$ cat src/hdl/qma_pkg.sv
// shared types and constants for the quaternion moving average
`default_nettype none
package qma_pkg;
    localparam int WINDOW_DEF = 200;
    localparam int COMP_W     = 16;
    localparam int QUO_W      = 17;   // quotient bits, magnitude never exceeds 32768
    localparam int NORM_BIT   = 24;   // normalized max magnitude reaches 2^24

    typedef enum logic [2:0] {
        LN_IDLE,
        LN_UPDATE,
        LN_LOAD,
        LN_SHIFT,
        LN_SQUARE,
        LN_DIV_START,
        LN_DIV_STEP
    } lane_op_t;
endpackage
`default_nettype wire

$ cat src/hdl/qma_lane.sv
// one component lane: running sum, normalize shift, square and serial divide
`default_nettype none
module qma_lane #(
    parameter int SUM_W = 24,
    parameter int NW    = 25,
    parameter int RW    = 26
) (
    input  wire logic                    clk,
    input  wire logic                    rst_n,
    input  wire qma_pkg::lane_op_t       op,
    input  wire logic signed [15:0]      smp,
    input  wire logic signed [15:0]      old,
    input  wire logic        [RW-1:0]    len,
    output logic                         high,
    output logic                         sum_zero,
    output logic             [2*NW-1:0]  sq,
    output logic signed      [15:0]      res
);
    import qma_pkg::*;

    localparam int NUM_W = NW + QUO_W;
    localparam int DV_W  = RW + 1;

    logic signed [SUM_W-1:0] sum_reg, sum_next;
    logic [NW-1:0]           mag_reg, mag_next;
    logic                    neg_reg, neg_next;
    logic [2*NW-1:0]         sq_reg, sq_next;
    logic [DV_W-1:0]         rem_reg, rem_next;
    logic [QUO_W-1:0]        nlow_reg, nlow_next;
    logic [QUO_W-1:0]        q_reg, q_next;

    logic signed [SUM_W-1:0] smp_ext, old_ext;
    logic [SUM_W-1:0]        abs_val;
    logic [NUM_W-1:0]        num;
    logic [DV_W:0]           trial, dvs;
    logic                    ge;
    logic [QUO_W-1:0]        q_sat;

    assign smp_ext = SUM_W'(smp);
    assign old_ext = SUM_W'(old);
    assign abs_val = sum_reg[SUM_W-1] ? SUM_W'(-sum_reg) : SUM_W'(sum_reg);
    assign num     = (NUM_W'(mag_reg) << 16) + NUM_W'(len);
    assign dvs     = (DV_W + 1)'({len, 1'b0});
    assign trial   = {rem_reg, nlow_reg[QUO_W-1]};
    assign ge      = trial >= dvs;

    always_comb
    begin
        sum_next  = sum_reg;
        mag_next  = mag_reg;
        neg_next  = neg_reg;
        sq_next   = sq_reg;
        rem_next  = rem_reg;
        nlow_next = nlow_reg;
        q_next    = q_reg;
        case (op)
            LN_UPDATE:
            begin
                sum_next = sum_reg + smp_ext - old_ext;
            end
            LN_LOAD:
            begin
                mag_next = NW'(abs_val);
                neg_next = sum_reg[SUM_W-1];
            end
            LN_SHIFT:
            begin
                mag_next = mag_reg << 1;
            end
            LN_SQUARE:
            begin
                sq_next = mag_reg * mag_reg;
            end
            LN_DIV_START:
            begin
                rem_next  = DV_W'(num[NUM_W-1:QUO_W]);
                nlow_next = num[QUO_W-1:0];
                q_next    = '0;
            end
            LN_DIV_STEP:
            begin
                rem_next  = ge ? DV_W'(trial - dvs) : DV_W'(trial);
                nlow_next = nlow_reg << 1;
                q_next    = {q_reg[QUO_W-2:0], ge};
            end
            default:
            begin
            end
        endcase
    end

    always_ff @(posedge clk or negedge rst_n)
    begin
        if (!rst_n)
        begin
            sum_reg <= '0;
        end
        else
        begin
            sum_reg <= sum_next;
        end
    end

    always_ff @(posedge clk)
    begin
        mag_reg  <= mag_next;
        neg_reg  <= neg_next;
        sq_reg   <= sq_next;
        rem_reg  <= rem_next;
        nlow_reg <= nlow_next;
        q_reg    <= q_next;
    end

    // clamp to the q1.15 range of the sign
    always_comb
    begin
        if (neg_reg)
        begin
            q_sat = (q_reg > QUO_W'(32768)) ? QUO_W'(32768) : q_reg;
            res   = 16'(~q_sat + 1'b1);
        end
        else
        begin
            q_sat = (q_reg > QUO_W'(32767)) ? QUO_W'(32767) : q_reg;
            res   = 16'(q_sat);
        end
    end

    assign high     = |mag_reg[NW-1:NORM_BIT];
    assign sum_zero = (sum_reg == '0);
    assign sq       = sq_reg;
endmodule
`default_nettype wire

$ cat config.mk
export PLATFORM = sky130hd
export DESIGN_NAME = qma_lane
export DESIGN_NICKNAME = d
export VERILOG_FILES = /design/src/hdl/qma_pkg.sv /design/src/hdl/qma_lane.sv
export SDC_FILE = /design/constraint.sdc
export NUM_CORES = 2
export LEC_CHECK = 0
export BUFFER_PORTS_ARGS = -buffer_cell sky130_fd_sc_hd__buf_2
export CAP_MARGIN = 20
export CORE_ASPECT_RATIO = 0.5
export CORE_MARGIN = 2
export CORE_UTILIZATION = 30
export CTS_BUF_LIST = sky130_fd_sc_hd__clkbuf_8
export DETAILED_ROUTE_END_ITERATION = 7
export SLEW_MARGIN = 20
export SYNTH_ARGS = -nofsm -noshare
export SYNTH_HDL_FRONTEND = slang
export SYNTH_SLANG_ARGS = --single-unit
$ cat constraint.sdc
create_clock -name clk -period 6.9 [get_ports clk]
set_input_delay 1.035 -clock clk [delete_from_list [all_inputs] [get_ports clk]]
set_output_delay 1.035 -clock clk [all_outputs]
set_load 0.1 [all_outputs]
### Yosys cells after proc, flatten, opt, wreduce, memory -nomap -nowiden

Index checks and enable logic that the tools add are counted.

| storage, ports and cells | value |
|---|---|
| register bits | 161 |
| output and inout bits | 68 |

| operators by class | value |
|---|---|
| add/subtract/negate cells | 6 |
| bitwise gates (word level) | 1 |
| reduce and logical (&&, ||, !) cells | 3 |
| multiply operators | 1 |
| muxes and demuxes | 9 |
| magnitude comparators | 3 |
| equal/unequal tests | 6 |

Operators with widths:

| cell | count |
|---|---|
| one-hot mux 17 bit (2 select lines) | 2 |
| one-hot mux 27 bit (2 select lines) | 1 |
| multiplier 25 x 25 -> 50 bit | 1 |
| one-hot mux 25 bit (2 select lines) | 1 |
| two-way mux 16 bit | 3 |
| adder 41 x 26 -> 42 bit | 1 |
| >= comparator 28 x 27 -> 1 bit | 1 |
| two-way mux 27 bit | 1 |
| subtractor 27 bit | 1 |
| adder 24 x 16 -> 24 bit | 1 |
| zero test 24 bit | 1 |
| two-way mux 24 bit | 1 |
| negation 24 bit | 1 |
| subtractor 24 x 16 -> 24 bit | 1 |
| greater-than comparator 17 x 15 -> 1 bit (second input constant) | 1 |
| greater-than comparator 17 x 16 -> 1 bit (second input constant) | 1 |
| adder 16 x 1 -> 16 bit (second input constant) | 1 |
| NOT 16 bit | 1 |
| equality test 3 bit (second input constant) | 3 |
| equality test 3 x 2 -> 1 bit (second input constant) | 2 |
| nonzero test 2 bit | 2 |
| equality test 3 x 1 -> 1 bit (second input constant) | 1 |

### Depth between registers and ports, before layout

| depth | value |
|---|---|
| depth in word-level cells | 5 |
| depth in mapped cells | 27 |
| gate-level depth less buffers | 25 |

### Worst setup path after synthesis

No wires, ideal clock.

| path | value |
|---|---|
| kind | register to register |
| from | reg mag_reg[2] |
| to | reg sq_reg[46] (netlist: sq[46]), data pin |
| cell stages (with the launch flop) | 25 |
| buffers on the path | 2 |
| data arrival time | 6.763 ns |
| setup time | 0.265 ns |
| slack | -0.128 ns |
| path through | edfxtp_1 > clkbuf_1 > buf_1 > nand2_1 > fa_1 > inv_1 > fa_1 > inv_1 > fa_1 > inv_1 > fa_1 > inv_1 > fa_1 > inv_1 > fa_1 > inv_1 > fa_1 > inv_1 > ha_1 > nand4_1 > o41ai_1 > a2111oi_0 > a211o_1 > o21ai_0 > xor2_1 |

| between the ends | value |
|---|---|
| word-level cells in the longest chain between the ends | 1 |

Ends and longest elaborated chain:

| element | line | source |
|---|---|---|
| from (decl) | qma_lane.sv:25 | `logic [NW-1:0] mag_reg, mag_next;` |
| from (signal assigned) | qma_lane.sv:106 | `mag_reg <= mag_next;` |
| multiplier 25 x 25 -> 50 bit | qma_lane.sv:72 | `sq_next = mag_reg * mag_reg;` |
| to (signal assigned) | qma_lane.sv:108 | `sq_reg <= sq_next;` |
| to (decl) | qma_lane.sv:27 | `logic [2*NW-1:0] sq_reg, sq_next;` |

Every way passes these cells.
A chain may end at the register's enable or synchronous reset.

### Final worst setup path

| path | value |
|---|---|
| from | reg mag_reg[3] |
| to | reg sq_reg[38] (netlist: sq[38]), data pin |

The elaborated chain is that of the path after synthesis.

==> out/qor.log <==
INFO  status         result_of_the_run=finished, final reports clean
INFO  setup_path     crit_path_end_kind=flop
INFO  final_layout   largest_register_ffs=49
INFO  die            dieArea=98900um^2
INFO  final_layout   final_net_count=4263
INFO  global_routing grt.total_usage=15.8%
INFO  die            design.portCount=131
INFO  synth          asyncSetResetFlopFracSynth=15.0%
INFO  timing         clock_skew=0.0175ns
INFO  timing         worst_pin_slew=0.963ns
INFO  clock_tree     clock_tree_from_tritoncts=done
INFO  global_routing grt_antenna_before_repair=0
INFO  routing        final_antenna_net_count=0
INFO  routing        detail_route.wl_per_cell=16.6um
INFO  placed_design  preCtsSetupSlack=-0.701ns
INFO  timing         hold_ws=0.438ns
INFO  global_routing grt.overflow.total=0
INFO  placed_design  postPlaceCellArea=32500um^2
INFO  placed_design  placement.io_buffers=129
INFO  setup_path     ws_path_type=flop to flop
INFO  routing        firstDrtPassIters=5
INFO  synth          synth_fp_nets=3951
INFO  clock_tree     cts.root.buffer_cell=clkbuf_8
INFO  timing         worst_slew_margin_rel=35.8%
INFO  flow_run       max_cap_viol_count=0
INFO  setup_path     arrival=7.12ns
INFO  clock_tree     cts_buffers=17
INFO  timing         fmaxAchievable=0.148GHz
INFO  synth          synth_flop_cell=edfxtp_1
INFO  setup_path     reg2reg_depth=21
INFO  synth          syn_inst=3149
INFO  final_layout   finalInstanceArea=34300um^2
INFO  synth          yosysWarnings=0
INFO  clock_tree     cts.path.max_buffers=2
INFO  die            initial_core_utilization=30.3%
INFO  timing         postLayoutSetupSlackWorst=0.144ns
INFO  die            placeableCoreArea=95400um^2
INFO  timing         hold_viol_final=0
INFO  placed_design  dpl.cell_count=4648
INFO  clock_tree     worst_setup_hold_path_clk_slew=0.12ns
INFO  final_layout   fraction_of_layout_instances_using_a_drive_strength_above_1=16.9%
INFO  routing        remaining_drc_errors=0
INFO  synth          synth_area=28900um^2
INFO  timing         grt_setup_unrepaired=yes
INFO  clock_tree     htree_num_levels=4
INFO  synth          synth_seq_area_share=16.2%
INFO  clock_tree     cts_num_sinks=160
INFO  timing         report.final.slew_viol_count=0
INFO  clock_tree     clock_latency=0.59ns
INFO  routing        route.detailed.vias_per_inst=4.66
INFO  routing        detailedRoute.firstIterationViolations=1278
INFO  synth          synth.ff_latch_count=160
INFO  synth          post_synth_num_cell_types=79
INFO  placed_design  hpwlAfterDp=63.8mm
INFO  global_routing first_pass_grt_wire_length=123mm
INFO  setup_path     cp-start-kind=flop
INFO  die            die_x=443um
INFO  min_path       holdCritPathClass=input port to async pin
INFO  die            rows=80
INFO  global_routing grt_pass1_vias=23.0k
INFO  synth          synth-edff-count=136
INFO  final_layout   antenna_cells_inserted=0
INFO  synth          synth_area_per_cell=9.17um^2
INFO  placed_design  globalplace.congestion=0.890
INFO  routing        routed_wirelength=78.6mm
INFO  timing         post-route-min-period=6.76ns
INFO  routing        vias=22.1k
INFO  final_layout   post_layout_nonfiller_instances=4745
INFO  timing         finalSetupViolCount=0
INFO  die            die_y=223um
INFO  global_routing grt_max_degree=81
INFO  final_layout   syn_to_final_growth=18.8%
INFO  setup_path     cp_data_required_time=7.26ns
INFO  setup_path     critPathMaxFanout=6
INFO  timing         final.period_utilization=97.9%
[per-stage QoR]
stage | setup TNS [ns] | utilization [%]
final | 0 | 36.0
after global routing | -0.154 | 36.0
after CTS | -0.0115 | 34.8
after detailed placement | -4.85 | 34.1
after global placement | -4.74 | 34.1
after floorplan | 0 | -
[cells in the final DEF, fill, tap and decap left out, drive strengths merged, types with 5 or more instances in the layout]
cell type,count
or2,9
and2,146
a21o,53
nand2,283
or3,13
o21bai,13
a311oi,5
nand2b,19
a211oi,15
nor2b,21
xnor2,88
o31ai,14
fa,492
ha,247
and3,11
xor2,49
a31oi,28
nor3,34
o211ai,8
a21oi,133
o21ai,124
nor2,106
nor4,7
nand3,42
nand4,22
dfrtp,24
mux2i,18
clkbuf,23
inv,794
buf,404
nor3b,5
edfxtp,136
o41ai,9
o21a,8
[metal layers]
layer	vias to the layer above	GRT usage, %	part of all wire (%)
met5	-	0	0
met4	0	5.20	2.8
met3	109	2.55	4.3
met2	431	27.3	50
met1	11100	20.1	43
li1	10500	-	-
[worst max-delay path, cell delays in order (launching register included)]
cell	delay [ns]
edfxtp_1	0.54
buf_12	0.21
and2_4	0.16
buf_4	0.13
fa_1	0.51
inv_1	0.07
fa_1	0.54
inv_1	0.05
fa_1	0.49
fa_2	0.45
fa_2	0.59
fa_1	0.44
fa_1	0.52
ha_4	0.34
buf_4	0.13
nand4_1	0.20
nand2b_4	0.22
a21oi_4	0.19
a2111oi_4	0.10
a211o_4	0.39
buf_4	0.15
xnor2_1	0.11
[worst paths after layout]
path	startpoint	to	slack, ns
setup / recovery	mag_reg[3]	sq[38]	0.14
hold / removal	rst_n	sum_reg[19]	0.44
setup reg to reg	mag_reg[3]	sq[38]	0.14
hold reg to reg	sum_reg[13]	sum_reg[13]	0.49
max in group asynchronous	rst_n	sum_reg[23]	6.06
min in group clk	sum_reg[13]	sum_reg[13]	0.49
[layout make-up]
type / count / area (um^2)
fill: 9597 / 61100
clock buffer: 17 / 234
sequential: 160 / 4680
timing repair buffer: 410 / 3230
clock inverter: 15 / 199
inverter: 787 / 2950
tap: 1271 / 1590
multi-input combinational: 2085 / 21400
[timing repair]
item	CTS	global route
buffers inserted	6	55
resized for setup	34	138
hold buffers	0	0
pin swaps	8	103
gates cloned	0	6
endpoints found under the setup margin	18	25
[synth_stat cells (all sizes together) (22+ instances only)]
| library cell | n | area [um^2] |
|---|---|---|
| inv | 786 | 2950 |
| fa | 492 | 9850 |
| nand2 | 283 | 1060 |
| ha | 247 | 3090 |
| and2 | 146 | 913 |
| edfxtp | 136 | 4080 |
| a21oi | 133 | 666 |
| o21ai | 124 | 624 |
| nor2 | 106 | 398 |
| clkbuf | 105 | 394 |
| xnor2 | 88 | 771 |
| a21o | 53 | 398 |
| xor2 | 49 | 429 |
| nand3 | 42 | 215 |
| nor3 | 34 | 170 |
| a31oi | 28 | 190 |
| dfrtp | 24 | 601 |
| nand4 | 22 | 138 |
[cells by family (layout without fill, tap and decap cells)]
logic type,after synthesis,count (layout),synth area share [%]
buffers and inverters,904,1229,11.8
adder cells (fa/ha/maj),739,739,44.8
AND/OR/NAND/NOR,732,732,12.3
AO/OA/AOI/OAI,454,454,9.80
flip-flops,160,160,16.2
XOR/XNOR,137,137,4.16
multiplexers,22,22,0.780
other,1,1,0.0130
Power is not shown: default switching activity piles up to over one toggle a cycle in this logic, so the estimate is an artifact.
