File: src/hdl/qma_root.sv
// bit-serial integer square root, one result bit per cycle
`default_nettype none
module qma_root #(
    parameter int RW = 26
) (
    input  wire logic            clk,
    input  wire logic            rst_n,
    input  wire logic            start,
    input  wire logic [2*RW-1:0] n,
    output logic      [RW-1:0]   len,
    output logic                 done
);
    localparam int CW = $clog2(RW + 1);

    logic [2*RW-1:0] n_reg, n_next;
    logic [RW+1:0]   rem_reg, rem_next;
    logic [RW-1:0]   root_reg, root_next;
    logic [CW-1:0]   cnt_reg, cnt_next;
    logic            busy_reg, busy_next;
    logic            done_reg, done_next;

    logic [RW+3:0]   cur, trial;
    logic            ge;

    assign cur   = {rem_reg, n_reg[2*RW-1:2*RW-2]};
    assign trial = (RW + 4)'({root_reg, 2'b01});
    assign ge    = cur >= trial;

    always_comb
    begin
        n_next    = n_reg;
        rem_next  = rem_reg;
        root_next = root_reg;
        cnt_next  = cnt_reg;
        busy_next = busy_reg;
        done_next = 1'b0;
        if (start)
        begin
            n_next    = n;
            rem_next  = '0;
            root_next = '0;
            cnt_next  = CW'(RW);
            busy_next = 1'b1;
        end
        else if (busy_reg)
        begin
            rem_next  = ge ? (RW + 2)'(cur - trial) : (RW + 2)'(cur);
            root_next = {root_reg[RW-2:0], ge};
            n_next    = n_reg << 2;
            cnt_next  = cnt_reg - 1'b1;
            if (cnt_reg == CW'(1))
            begin
                busy_next = 1'b0;
                done_next = 1'b1;
            end
        end
    end

    always_ff @(posedge clk or negedge rst_n)
    begin
        if (!rst_n)
        begin
            busy_reg <= 1'b0;
            done_reg <= 1'b0;
            cnt_reg  <= '0;
        end
        else
        begin
            busy_reg <= busy_next;
            done_reg <= done_next;
            cnt_reg  <= cnt_next;
        end
    end

    always_ff @(posedge clk)
    begin
        n_reg    <= n_next;
        rem_reg  <= rem_next;
        root_reg <= root_next;
    end

    assign len  = root_reg;
    assign done = done_reg;
endmodule
`default_nettype wire
File: config.mk
export PLATFORM = sky130hd
export DESIGN_NAME = qma_root
export DESIGN_NICKNAME = d
export VERILOG_FILES = /design/src/hdl/qma_root.sv
export SDC_FILE = /design/constraint.sdc
export NUM_CORES = 1
export LEC_CHECK = 0
export ABC_AREA = 1
export BUFFER_PORTS_ARGS = -buffer_cell sky130_fd_sc_hd__buf_2
export CAP_MARGIN = 5
export CORE_AREA = 2 2 142 144
export DETAILED_ROUTE_END_ITERATION = 12
export DIE_AREA = 0 0 144 146
export GPL_TIMING_DRIVEN = 0
export HOLD_SLACK_MARGIN = 0.1
export SLEW_MARGIN = 20
export SYNTH_ARGS = -nofsm -noshare
export SYNTH_HDL_FRONTEND = slang
export SYNTH_SLANG_ARGS = --single-unit
File: constraint.sdc
create_clock -name clk -period 7.6 [get_ports clk]
set_input_delay 1.14 -clock clk [delete_from_list [all_inputs] [get_ports clk]]
set_output_delay 1.14 -clock clk [all_outputs]
set_load 0.01 [all_outputs]
# After elaboration in Yosys (flattened, before gate mapping)
# Cells that the tools add are included.
# op_classes
n_reduce_logical	1
n_lt_le_gt_ge	1
n_eq_ne	1
mux	11
n_addsub	2
# op_table
cell	count
2-to-1 mux 52 bit	2
greater-or-equal comparator 30 x 28 -> 1 bit	1
2-to-1 mux 28 bit	1
subtractor 28 bit	1
2-to-1 mux 5 bit	2
2-to-1 mux 1 bit	6
equality test 5 x 1 -> 1 bit (second input constant)	1
subtractor 5 x 1 -> 5 bit (second input constant)	1
nonzero test 2 bit	1
# totals
out_inout_bits	27
in_bits	55
wordCells	22
reg_bits	113

# Logic depth before layout (Yosys ltp)
# Gate-level depths: netlist of run 1.
# logic_depth
depth_word	4
ltp_mapped	16
mapped_depth_nobuf	16

# Least setup slack after synthesis of run 1
# No wires, ideal clock.
# synth_timing
kind	input to register
start	in start
end	reg n_reg[0] (enable)
setup_ns	0.437
cell_stages	4
path_slack_ns	3.942
arrival_ns	3.221
path_buffers	2
required_time_ns	7.163
cell_sequence	clkbuf_1 > nor2_1 > clkinv_1 > buf_1
# synth_between
elab_chain_cells	1
# synth_lines
element	line	text
start, declared	8	input wire logic start,
nonzero test 2 bit (no source line)	--	
end signal, assigned	77	n_reg <= n_next;
end, declared	15	logic [2*RW-1:0] n_reg, n_next;
# No other way between the ends.
# A chain may end at the register's enable or synchronous reset.

# Final worst setup path of run 1
# layout_timing
start	in start
end	reg n_reg[41] (enable)
# The elaborated chain is that of the path after synthesis.

==> results.md, run 1 <==
- Status: complete, no violations
- Worst reg-to-reg path cell count: 5
- ANT nets after route: 0
- Combinational share of power: 50.7%
- Final Hold Violating Endpoints: 0
- WP data arrival: 2.80 ns
- Final Wtd Congestion: 0.9069
- CP Capture Type: flop
- Power Density: 402.7 nW/µm²
- Worst VDD drop: 0.1833 mV
- DR vias: 6085
- Clk pwr share: 24.8%
- Vias in the first global route: 5852
- Vias per cell: 4.544
- Peak Freq: 0.3735 GHz
- Worst r2r dst: n_reg[41]
- Placement row count: 51
- Layout Nets: 1146
- Post-Synthesis Cells: 961
- Max-Cap Viols: 0
- Sw Ratio: 45.00%
- Synth area leaders: edfxtp_1 23%, nand2_1 23%, dfxtp_1 16%
- Fin crit share: 35.23%
- Global-route usage over all layers: 17.23%
- Psw: 1.463 mW
- H-Tree Level Count: 4
- Post-synth EDFFs: 52
- Internal power: 1.788 mW
- Seq pwr share: 24.5%
- Die H: 146 µm
- Worst Hold Margin: 0.4688 ns
- Die Wd: 144 µm
- # clock sinks: 113
- Iteration-0 DRC count of the detailed router: 313
- Clk_skew: 0.01036 ns
- Final HPWL DP: 13080 µm
- Final setup viols: 0
- Post-synth top flop: dfxtp_1
- # resized after CTS: 0
- Worst skew pair latency: 0.43 ns
- Post-route cell area: 8071 µm²
- Lkg Pwr: 4.281 nW
- Startpoint Class: input port
- Worst Path Max Fanout: 33
- CTS root buf: clkbuf_16
- CP Launch Point: start
- TritonCTS Buffers: 17
- R2r startpoint: busy_reg
- Synth unique cells: 39
- I/O pins: 82
- # DRC: 0
- Register area share after synthesis: 41.85%
- RSZ-0062 raised after global routing: no
- Non-Filler Instances: 1339
- Grt total ovfl: 0
- Synth top cells by count: 409 x nand2_1, 143 x inv_1, 54 x dfxtp_1, 52 x edfxtp_1, 46 x nor2_1
- Starting Density: 34.82%
- Core ar.: 19330 µm²
- FF+latch count, synth: 113
- Count of warnings emitted by yosys: 0
- First-pass GRT wire length: 28650 µm
- Worst hold path class: flop to flop
- Count of input and output buffers: 80
- Worst-path clk slew: 0.06 ns
- Max FFs per register: 52
- Initial antenna violation count: 1
- Cell area after synthesis: 6733 µm²
- Area growth from synthesis to layout: 19.88%
- # placed instances: 1307
- Required @ worst endpoint: 7.72 ns
- Slew Viols, Final: 0
- CTS tree: yes
- Post-synth top area cell: edfxtp_1
- Post-Syn Nets: 1046
- Placed cell area: 7486 µm²
- Avg Cell Area, Syn: 7.006 µm²
- Max Root-Sink Buffers: 2
- Full die area: 21020 µm²
- Most common cell in the netlist: nand2_1
- Synth async-reset ratio: 6.195%
- Share of layout cells above drive strength 1: 13.78%
- Worst-Margin Slew: 0.6799 ns
- Total wire length: 17130 µm
- Postcts setup bufs: 0
- Crit path to: n_reg[41]
- WL/cell: 12.79 µm
- Ant diodes: 0
- Pin count of the biggest net entering global routing: 34
- Hold-fix buffers at CTS: 0
- Worst slew margin: 54.67%
- Setup TNS: 0 ns
- Critical path class: input port to flop
- Post-synth top area share: 23.19%
- TritonRoute pass-1 iters: 5
- Reg-to-reg setup timing slack: 5.24 ns
- Tmin final: 2.678 ns
- Filler instances: 2023
==> worst max-delay path, cell delays in order <==
cell      delay, ns
clkbuf_1       0.34
nor2_1         0.17
clkinv_1       0.23
buf_2          0.60
buf_12         0.29
==> logic make-up after synthesis <==
kind of cell	share of synthesized area, %
AO/OA/AOI/OAI	6.950
XOR/XNOR	1.951
adder cells (fa/ha/maj)	5.575
buffers and inverters	10.35
flip-flops	41.85
AND/OR/NAND/NOR	33.32
==> per-layer routing <==
metal	up-vias	part of all wire [%]	GRT usage, %
li1	3233	-	-
met1	2702	49	23.19
met2	123	45	27.14
met3	25	4.3	4.179
met4	2	1.9	5.588
met5	-	0.076	0
==> how the worst min path moves through the flow <==
stage / start / end / cells past startpoint
after CTS: rem_reg[15] / rem_reg[15] / 2
after floorplan: rem_reg[11] / rem_reg[11] / 2
after detailed placement: rem_reg[15] / rem_reg[15] / 2
after global routing: rem_reg[15] / rem_reg[15] / 2
after global placement: rem_reg[15] / rem_reg[15] / 2
final: rem_reg[15] / rem_reg[15] / 2
==> metrics by stage <==
step	utilization (%)	setup slack, ns	total power, mW
floorplan	-	3.942	2.059
global placement	38.61	2.779	2.431
CTS	41.75	4.911	3.271
global route	41.75	4.736	3.550
detailed placement	38.72	4.444	2.445
finish	41.75	4.922	3.250
==> power by group through the flow <==
| stage | clock network (mW) | registers [mW] | logic (mW) |
|---|---|---|---|
| global placement | 0 | 0.805 | 1.63 |
| CTS | 0.826 | 0.795 | 1.65 |
| global route | 0.848 | 0.807 | 1.90 |
| floorplan | 0 | 0.790 | 1.27 |
| detailed placement | 0 | 0.807 | 1.64 |
| finish | 0.807 | 0.796 | 1.65 |
==> layout by cell type, fill, tap and decap left out, drive strengths merged, types with 2 or more instances in the layout <==
cell type    n
a21oi       31
o21bai       2
clkbuf      35
nor2        54
nand2      417
o211ai       5
xnor2        9
or2          4
o22ai       25
nand3       39
buf         91
and2         2
o21ai       17
clkinv       4
inv        158
clkinvlp     2
xor2         6
nor3         4
nand4       20
dfrtp        7
ha          30
dfxtp       54
nand3b       2
edfxtp      52
==> layout make-up <==
| cell class | instances | area (µm²) | share of cell area, % |
|---|---|---|---|
| inverters | 150 | 563.0 | 6.976 |
| multi-input cells | 670 | 3218 | 39.87 |
| plain buffers | 28 | 135.1 | 1.674 |
| clock inverters | 15 | 160.2 | 1.984 |
| clock buffers | 17 | 425.4 | 5.271 |
| repair buffers | 81 | 420.4 | 5.208 |
| flip-flops and latches | 113 | 2818 | 34.91 |
| well taps | 265 | 331.6 | 4.108 |
Note: power is estimated with default switching activity, not from simulation.
==> inputs of run 2 (changes only) <==
==> constraint.sdc (replaced) <==
create_clock -name clk -period 2.16 [get_ports clk]
set_input_delay 0.324 -clock clk [delete_from_list [all_inputs] [get_ports clk]]
set_output_delay 0.324 -clock clk [all_outputs]
set_load 0.01 [all_outputs]
==> run 2 against run 1 <==
Effect of this change:
- sequential power rose to 3.6 times the previous value
- sequential cell count did not move
- final cell count rose by 1.1%
- core utilization rose by 3.8 points
- setup slack got worse by 4.8 ns
- largest power group unchanged
==> results.md, run 2 (synthesis gave the netlist of run 1 again) <==
- Peak Freq: 0.4795 GHz
- Hold wc startpoint: n[33] (was rem_reg[15])
- Reg-to-reg setup timing slack: 0.07 ns (was 5.24 ns)
- Vias in the first global route: 5861 (was 5852)
- Share of layout cells above drive strength 1: 24.36% (was 13.78%)
- Lkg Pwr: 4.470 nW (was 4.281 nW)
- CTS root buf: clkbuf_16 (unchanged)
- Total wire length: 18190 µm (was 17130 µm)
- WP data arrival: 2.45 ns (was 2.80 ns)
- # placed instances: 1306 (was 1307)
- WL/cell: 13.44 µm (was 12.79 µm)
- Setup Slack @ Placement: -0.1068 ns (was 4.444 ns)
- TritonCTS Buffers: 17 (unchanged)
- Die H: 146 µm (unchanged)
- ANT nets after route: 0 (unchanged)
- CP Capture Type: flop (unchanged)
- Worst hold path class: input port to flop (was flop to flop)
- Area growth from synthesis to layout: 30.90% (was 19.88%)
- Commonest cells after routing, fill and taps aside: 384 x nand2_1, 122 x inv_1, 81 x buf_2 (was 409 x nand2_1, 143 x inv_1, 83 x buf_2)
- TritonRoute pass-1 iters: 4 (was 5)
- Startpoint Class: flop (was input port)
- Final Wtd Congestion: 0.9160 (was 0.9069)
- Pin count of the biggest net entering global routing: 62 (was 34)
- Worst VDD drop: 0.8029 mV (was 0.1833 mV)
- Required @ worst endpoint: 2.52 ns (was 7.72 ns)
- Worst Path Max Fanout: 5 (was 33)
- Hold path depth: 3 (was 2)
- Non-Filler Instances: 1354 (was 1339)
- Worst reg-to-reg path cell count: 15 (was 5)
- Count of input and output buffers: 80 (unchanged)
- Hold worst-path end: n_reg[33] (was rem_reg[15])
- CTS tree: yes (unchanged)
- Worst-Margin Slew: 0.7015 ns (was 0.6799 ns)
- Util after Layout: 45.58% (was 41.75%)
- Iteration-0 DRC count of the detailed router: 385 (was 313)
- Setup TNS: 0 ns (unchanged)
- Clk_skew: 0.01076 ns (was 0.01036 ns)
- Worst skew pair latency: 0.43 ns (about the same)
- Setup ws final: 0.07463 ns (was 4.922 ns)
- Placed cell area: 7468 µm² (was 7486 µm²)
- Crit-path slowest cell: dfxtp_2 (was buf_2)
- Full die area: 21020 µm² (unchanged)
- Worst Hold Margin: 0.1566 ns (was 0.4688 ns)
- Status: complete, no violations (unchanged)
- Most common cell after layout, fill and taps aside: nand2_1 (unchanged)
- Fin crit share: 96.54%
- Grt total ovfl: 0 (unchanged)
- Worst path most repeated cell: nand2_1
- Overall power: 13.10 mW (was 3.250 mW)
- Placement row count: 51 (unchanged)
- Initial antenna violation count: 0 (was 1)
- Final HPWL DP: 12870 µm (was 13080 µm)
- Worst-path clk slew: 0.07 ns (was 0.06 ns)
- Tmin final: 2.085 ns
- Slew Viols, Final: 0 (unchanged)
- Critical path class: flop to flop (was input port to flop)
- Global-route usage over all layers: 17.32% (was 17.23%)
- Max Root-Sink Buffers: 2 (unchanged)
- First-pass GRT wire length: 28720 µm (was 28650 µm)
- Max FFs per register: 52 (unchanged)
- Final Hold Violating Endpoints: 0 (unchanged)
- Post-route cell area: 8813 µm² (was 8071 µm²)
- R2r startpoint: len[23] (was busy_reg)
- Die Wd: 144 µm (unchanged)
- Worst stage delay on the critical path: 0.33 ns (was 0.60 ns)
- DR vias: 6239 (was 6085)
- Vias per cell: 4.608 (was 4.544)
- # DRC: 0 (unchanged)
- Sequence of cells on the critical path: inv_2 > ha_4 > nand2_2 > inv_2 > nand2_1 > nand2_1 > nand2_1 > nand2_2 > a21oi_4 > buf_6 > nand3_4 > buf_8 > nand3_1 > nand3_1 > nand2_1 (was clkbuf_1 > nor2_1 > clkinv_1 > buf_2 > buf_12)
- Starting Density: 34.82% (unchanged)
- Worst slew margin: 53.24% (was 54.67%)
- Worst r2r dst: rem_reg[18] (was n_reg[41])
- Final setup viols: 0 (unchanged)
- Max-Cap Viols: 0 (unchanged)
- Core ar.: 19330 µm² (unchanged)
- Power Density: 1486 nW/µm² (was 402.7 nW/µm²)
- # clock sinks: 113 (unchanged)
- I/O pins: 82 (unchanged)
- Layout Nets: 1160 (was 1146)
- H-Tree Level Count: 4 (unchanged)
- RSZ-0062 raised after global routing: yes (was no)
[run 2: cell types whose count changed in the layout (fill, tap and decap cells not counted), moves of 4 or more]
cell / change
nor2_4: +8
buf_4: +9
nand2_4: +9
clkinv_4: +4
inv_6: -4
nand2_1: -25
nand2_2: +16
ha_4: +25
nor2_1: -7
dfxtp_1: -20
inv_1: -21
dfxtp_2: +20
ha_1: -26
inv_2: +23
[run 2: timing repair]
action | CTS | global route
pin swaps | 4 | 19
endpoints found under the hold margin | 7 | 0
cloned | 1 | 3
buffers inserted | 1 | 9
resized for setup | 26 | 111
setup endpoints to repair | 82 | 79
hold buffers | 1 | 0
[run 2: critical path, delay by kind of cell, from the launching register on]
family                     cells  cell delay (ns)
adders and majority gates      1             0.26
and+or+nand+nor                9             0.84
buffers and inverters          4             0.41
AOI/OAI and AO/OA              1             0.16
DFF                            1             0.33
[run 2: how the worst max path moves through the flow]
stage	startpoint	to	cells past startpoint
2_1_floorplan	busy_reg	n_reg[0]	4
3_3_place_gp	busy_reg	n_reg[36]	4
3_5_place_dp	len[0]	rem_reg[14]	14
4_1_cts	len[15]	rem_reg[2]	13
5_1_grt	n_reg[51]	rem_reg[16]	12
6_report	len[23]	rem_reg[18]	15
[run 2: routing by layer]
metal	track usage (%)	share of wire (%)	vias up
met5	0	0	-
met4	5.588	1.6	0
met2	27.57	46	165
met1	22.75	46	2786
met3	4.738	5.6	30
li1	-	-	3258
[run 2: report_power, final]
| group | internal, mW | switching, mW | total, mW |
|---|---|---|---|
| Combinational | 3.03 | 4.34 | 7.37 |
| Sequential | 2.60 | 0.287 | 2.89 |
| Clock | 1.64 | 1.20 | 2.84 |
[run 2: layout make-up]
cell class,count,area [µm²]
Tap cell,265,331.6
Inverter,150,563.0
Fill cell,1945,10520
Antenna cell,1,2.502
Buffer,28,158.9
Clock buffer,17,425.4
Clock inverter,15,163.9
Sequential cell,113,2843
Multi-Input combinational cell,671,3761
Timing Repair Buffer,94,564.3
==> inputs of run 3 (changes only) <==
--- a/config.mk
+++ b/config.mk
@@ -8,9 +8,9 @@
 export ABC_AREA = 1
 export BUFFER_PORTS_ARGS = -buffer_cell sky130_fd_sc_hd__buf_2
 export CAP_MARGIN = 5
-export CORE_AREA = 2 2 142 144
+export CORE_AREA = 2 2 136 151
 export DETAILED_ROUTE_END_ITERATION = 12
-export DIE_AREA = 0 0 144 146
+export DIE_AREA = 0 0 138 153
 export GPL_TIMING_DRIVEN = 0
 export HOLD_SLACK_MARGIN = 0.1
 export SLEW_MARGIN = 20
==> run 3 against run 2 <==
Effect of this change:
- setup slack better by 0.018 ns
- final cell count down 0.66%
- clock power down 4%
- register-to-register slack better by 0.02 ns
- maximum frequency up 0.88%
- count of clock-buffer cells in the layout up 1
- critical endpoint is now rem_reg[26]
- largest cell class unchanged
==> results.md, run 3 (synthesis gave the netlist of run 1 again) <==
- Worst Path Max Fanout: 4 (was 5)
- Vias per cell: 4.672 (was 4.608)
- Iteration-0 DRC count of the detailed router: 290 (was 385)
- CTS root buf: clkbuf_16 (unchanged)
- TritonRoute pass-1 iters: 4 (unchanged)
- Slew Viols, Final: 0 (unchanged)
- Clk_skew: 0.008866 ns (was 0.01076 ns)
- Share of layout cells above drive strength 1: 25.53% (was 24.36%)
- Setup ws final: 0.09284 ns (was 0.07463 ns)
- Die Wd: 138 µm (was 144 µm)
- Total wire length: 18150 µm (was 18190 µm)
- First-pass GRT wire length: 29620 µm (was 28720 µm)
- CP Capture Type: flop (unchanged)
- Worst VDD drop: 0.7191 mV (was 0.8029 mV)
- Max Root-Sink Buffers: 2 (unchanged)
- Worst Hold Margin: 0.1671 ns (was 0.1566 ns)
- ANT nets after route: 0 (unchanged)
- Post-route cell area: 8817 µm² (was 8813 µm²)
- TritonCTS Buffers: 17 (unchanged)
- Ant diodes: 0 (was 1)
- Setup Slack @ Placement: -0.1033 ns (was -0.1068 ns)
- Status: complete, no violations (unchanged)
- Util after Layout: 45.00% (was 45.58%)
- Area growth from synthesis to layout: 30.96% (was 30.90%)
- Worst skew pair latency: 0.42 ns (was 0.43 ns)
- RSZ-0062 raised after global routing: yes (unchanged)
- WL/cell: 13.49 µm (was 13.44 µm)
- Initial antenna violation count: 2 (was 0)
- Max-Cap Viols: 0 (unchanged)
- WP data arrival: 2.36 ns (was 2.45 ns)
- Final Wtd Congestion: 0.9106 (was 0.9160)
- Final setup viols: 0 (unchanged)
- # clock sinks: 113 (unchanged)
- CTS tree: yes (unchanged)
- Worst-Margin Slew: 0.6427 ns (was 0.7015 ns)
- Starting Density: 34.36% (was 34.82%)
- Pin count of the biggest net entering global routing: 62 (unchanged)
- Lkg Pwr: 4.471 nW (was 4.470 nW)
- Final Hold Violating Endpoints: 0 (unchanged)
- Setup TNS: 0 ns (unchanged)
- Full die area: 21110 µm² (was 21020 µm²)
- Peak Freq: 0.4838 GHz (was 0.4795 GHz)
- Layout Nets: 1165 (was 1160)
- Placed cell area: 7452 µm² (was 7468 µm²)
- Tmin final: 2.067 ns (was 2.085 ns)
- Commonest cells after routing, fill and taps aside: 384 x nand2_1, 120 x inv_1, 81 x buf_2 (was 384 x nand2_1, 122 x inv_1, 81 x buf_2)
- # DRC: 0 (unchanged)
- Global-route usage over all layers: 17.30% (was 17.32%)
- I/O pins: 82 (unchanged)
- Power Density: 1475 nW/µm² (was 1486 nW/µm²)
- Worst-path clk slew: 0.06 ns (was 0.07 ns)
- Vias in the first global route: 6107 (was 5861)
- Fin crit share: 95.70% (was 96.54%)
- Worst slew margin: 57.15% (was 53.24%)
- Placement row count: 54 (was 51)
- Count of input and output buffers: 80 (unchanged)
- H-Tree Level Count: 4 (unchanged)
- Core ar.: 19590 µm² (was 19330 µm²)
- Grt total ovfl: 0 (unchanged)
- Startpoint Class: flop (unchanged)
- DR vias: 6284 (was 6239)
- Die H: 153 µm (was 146 µm)
- Critical path class: flop to flop (unchanged)
- Max FFs per register: 52 (unchanged)
- Worst hold path class: input port to flop (unchanged)
- Final HPWL DP: 13000 µm (was 12870 µm)
- Most common cell after layout, fill and taps aside: nand2_1 (unchanged)
- Required @ worst endpoint: 2.45 ns (was 2.52 ns)
==> run 3: timing repair <==
item / in CTS / in global routing
setup endpoints to repair: 79 / 82
resized for setup: 50 / 101
pin swaps: 3 / 22
setup buffers: 5 / 13
cloned: 2 / 0
endpoints found under the hold margin: 7 / 0
hold buffers: 1 / 0
==> run 3: layout make-up <==
type / instances / area, µm²
buffer: 27 / 158.9
clock buffer: 18 / 429.2
clock inverter: 14 / 140.1
fill: 2009 / 10780
inverter: 150 / 568.0
multi-input combinational: 671 / 3771
sequential: 113 / 2849
tap: 252 / 315.3
timing repair buffer: 100 / 585.6
==> run 3: per-layer routing <==
| metal | share of wire [%] | vias up | wire length (µm) | GRT usage (%) |
|---|---|---|---|---|
| met3 | 4.1 | 35 | 738 | 3.634 |
| met2 | 48 | 131 | 8764 | 29.68 |
| met4 | 2.3 | 4 | 409 | 6.463 |
| met1 | 45 | 2852 | 8210 | 21.44 |
| met5 | 0.15 | - | 27 | 0 |
| li1 | - | 3262 | - | - |
==> run 3: power breakdown <==
group          internal (mW)  total [mW]  switching (mW)  leakage [nW]
clock network           1.69        2.73            1.04         0.272
registers               2.61        2.91           0.298          1.10
logic                   3.02        7.37            4.34          3.10
total                   7.32        13.0            5.69          4.47
==> run 3: final timing paths <==
check | from | endpoint | slack [ns] | depth (start not counted)
min reg2reg | rem_reg[14] | rem_reg[14] | 0.48 | 2
min in group asynchronous | rst_n | cnt_reg[4] | 0.26 | 2
max in group asynchronous | rst_n | cnt_reg[3] | 1.75 | 2
max reg2reg | len[9] | rem_reg[26] | 0.09 | 16
min | n[16] | n_reg[16] | 0.17 | 3
max | len[9] | rem_reg[26] | 0.09 | 16
==> run 3: stage by stage <==
step / cells / power [mW]
2_1_floorplan: 961 / 7.246
3_3_place_gp: 1293 / 8.557
3_5_place_dp: 1293 / 8.601
4_1_cts: 1333 / 12.20
5_1_grt: 1345 / 14.02
6_report: 1345 / 13.00
==> run 3: critical path, cell delays in order (launching register included) <==
cell	delay, ns
dfxtp_1	0.33
inv_2	0.06
ha_4	0.29
nand2_2	0.10
nor2_4	0.15
buf_4	0.13
buf_4	0.09
buf_4	0.09
nand2_1	0.06
nor3_2	0.12
nand2_1	0.12
nand3_1	0.10
nand2_1	0.05
nand2_1	0.05
nor2_1	0.04
nor2_1	0.09
nor2_1	0.04
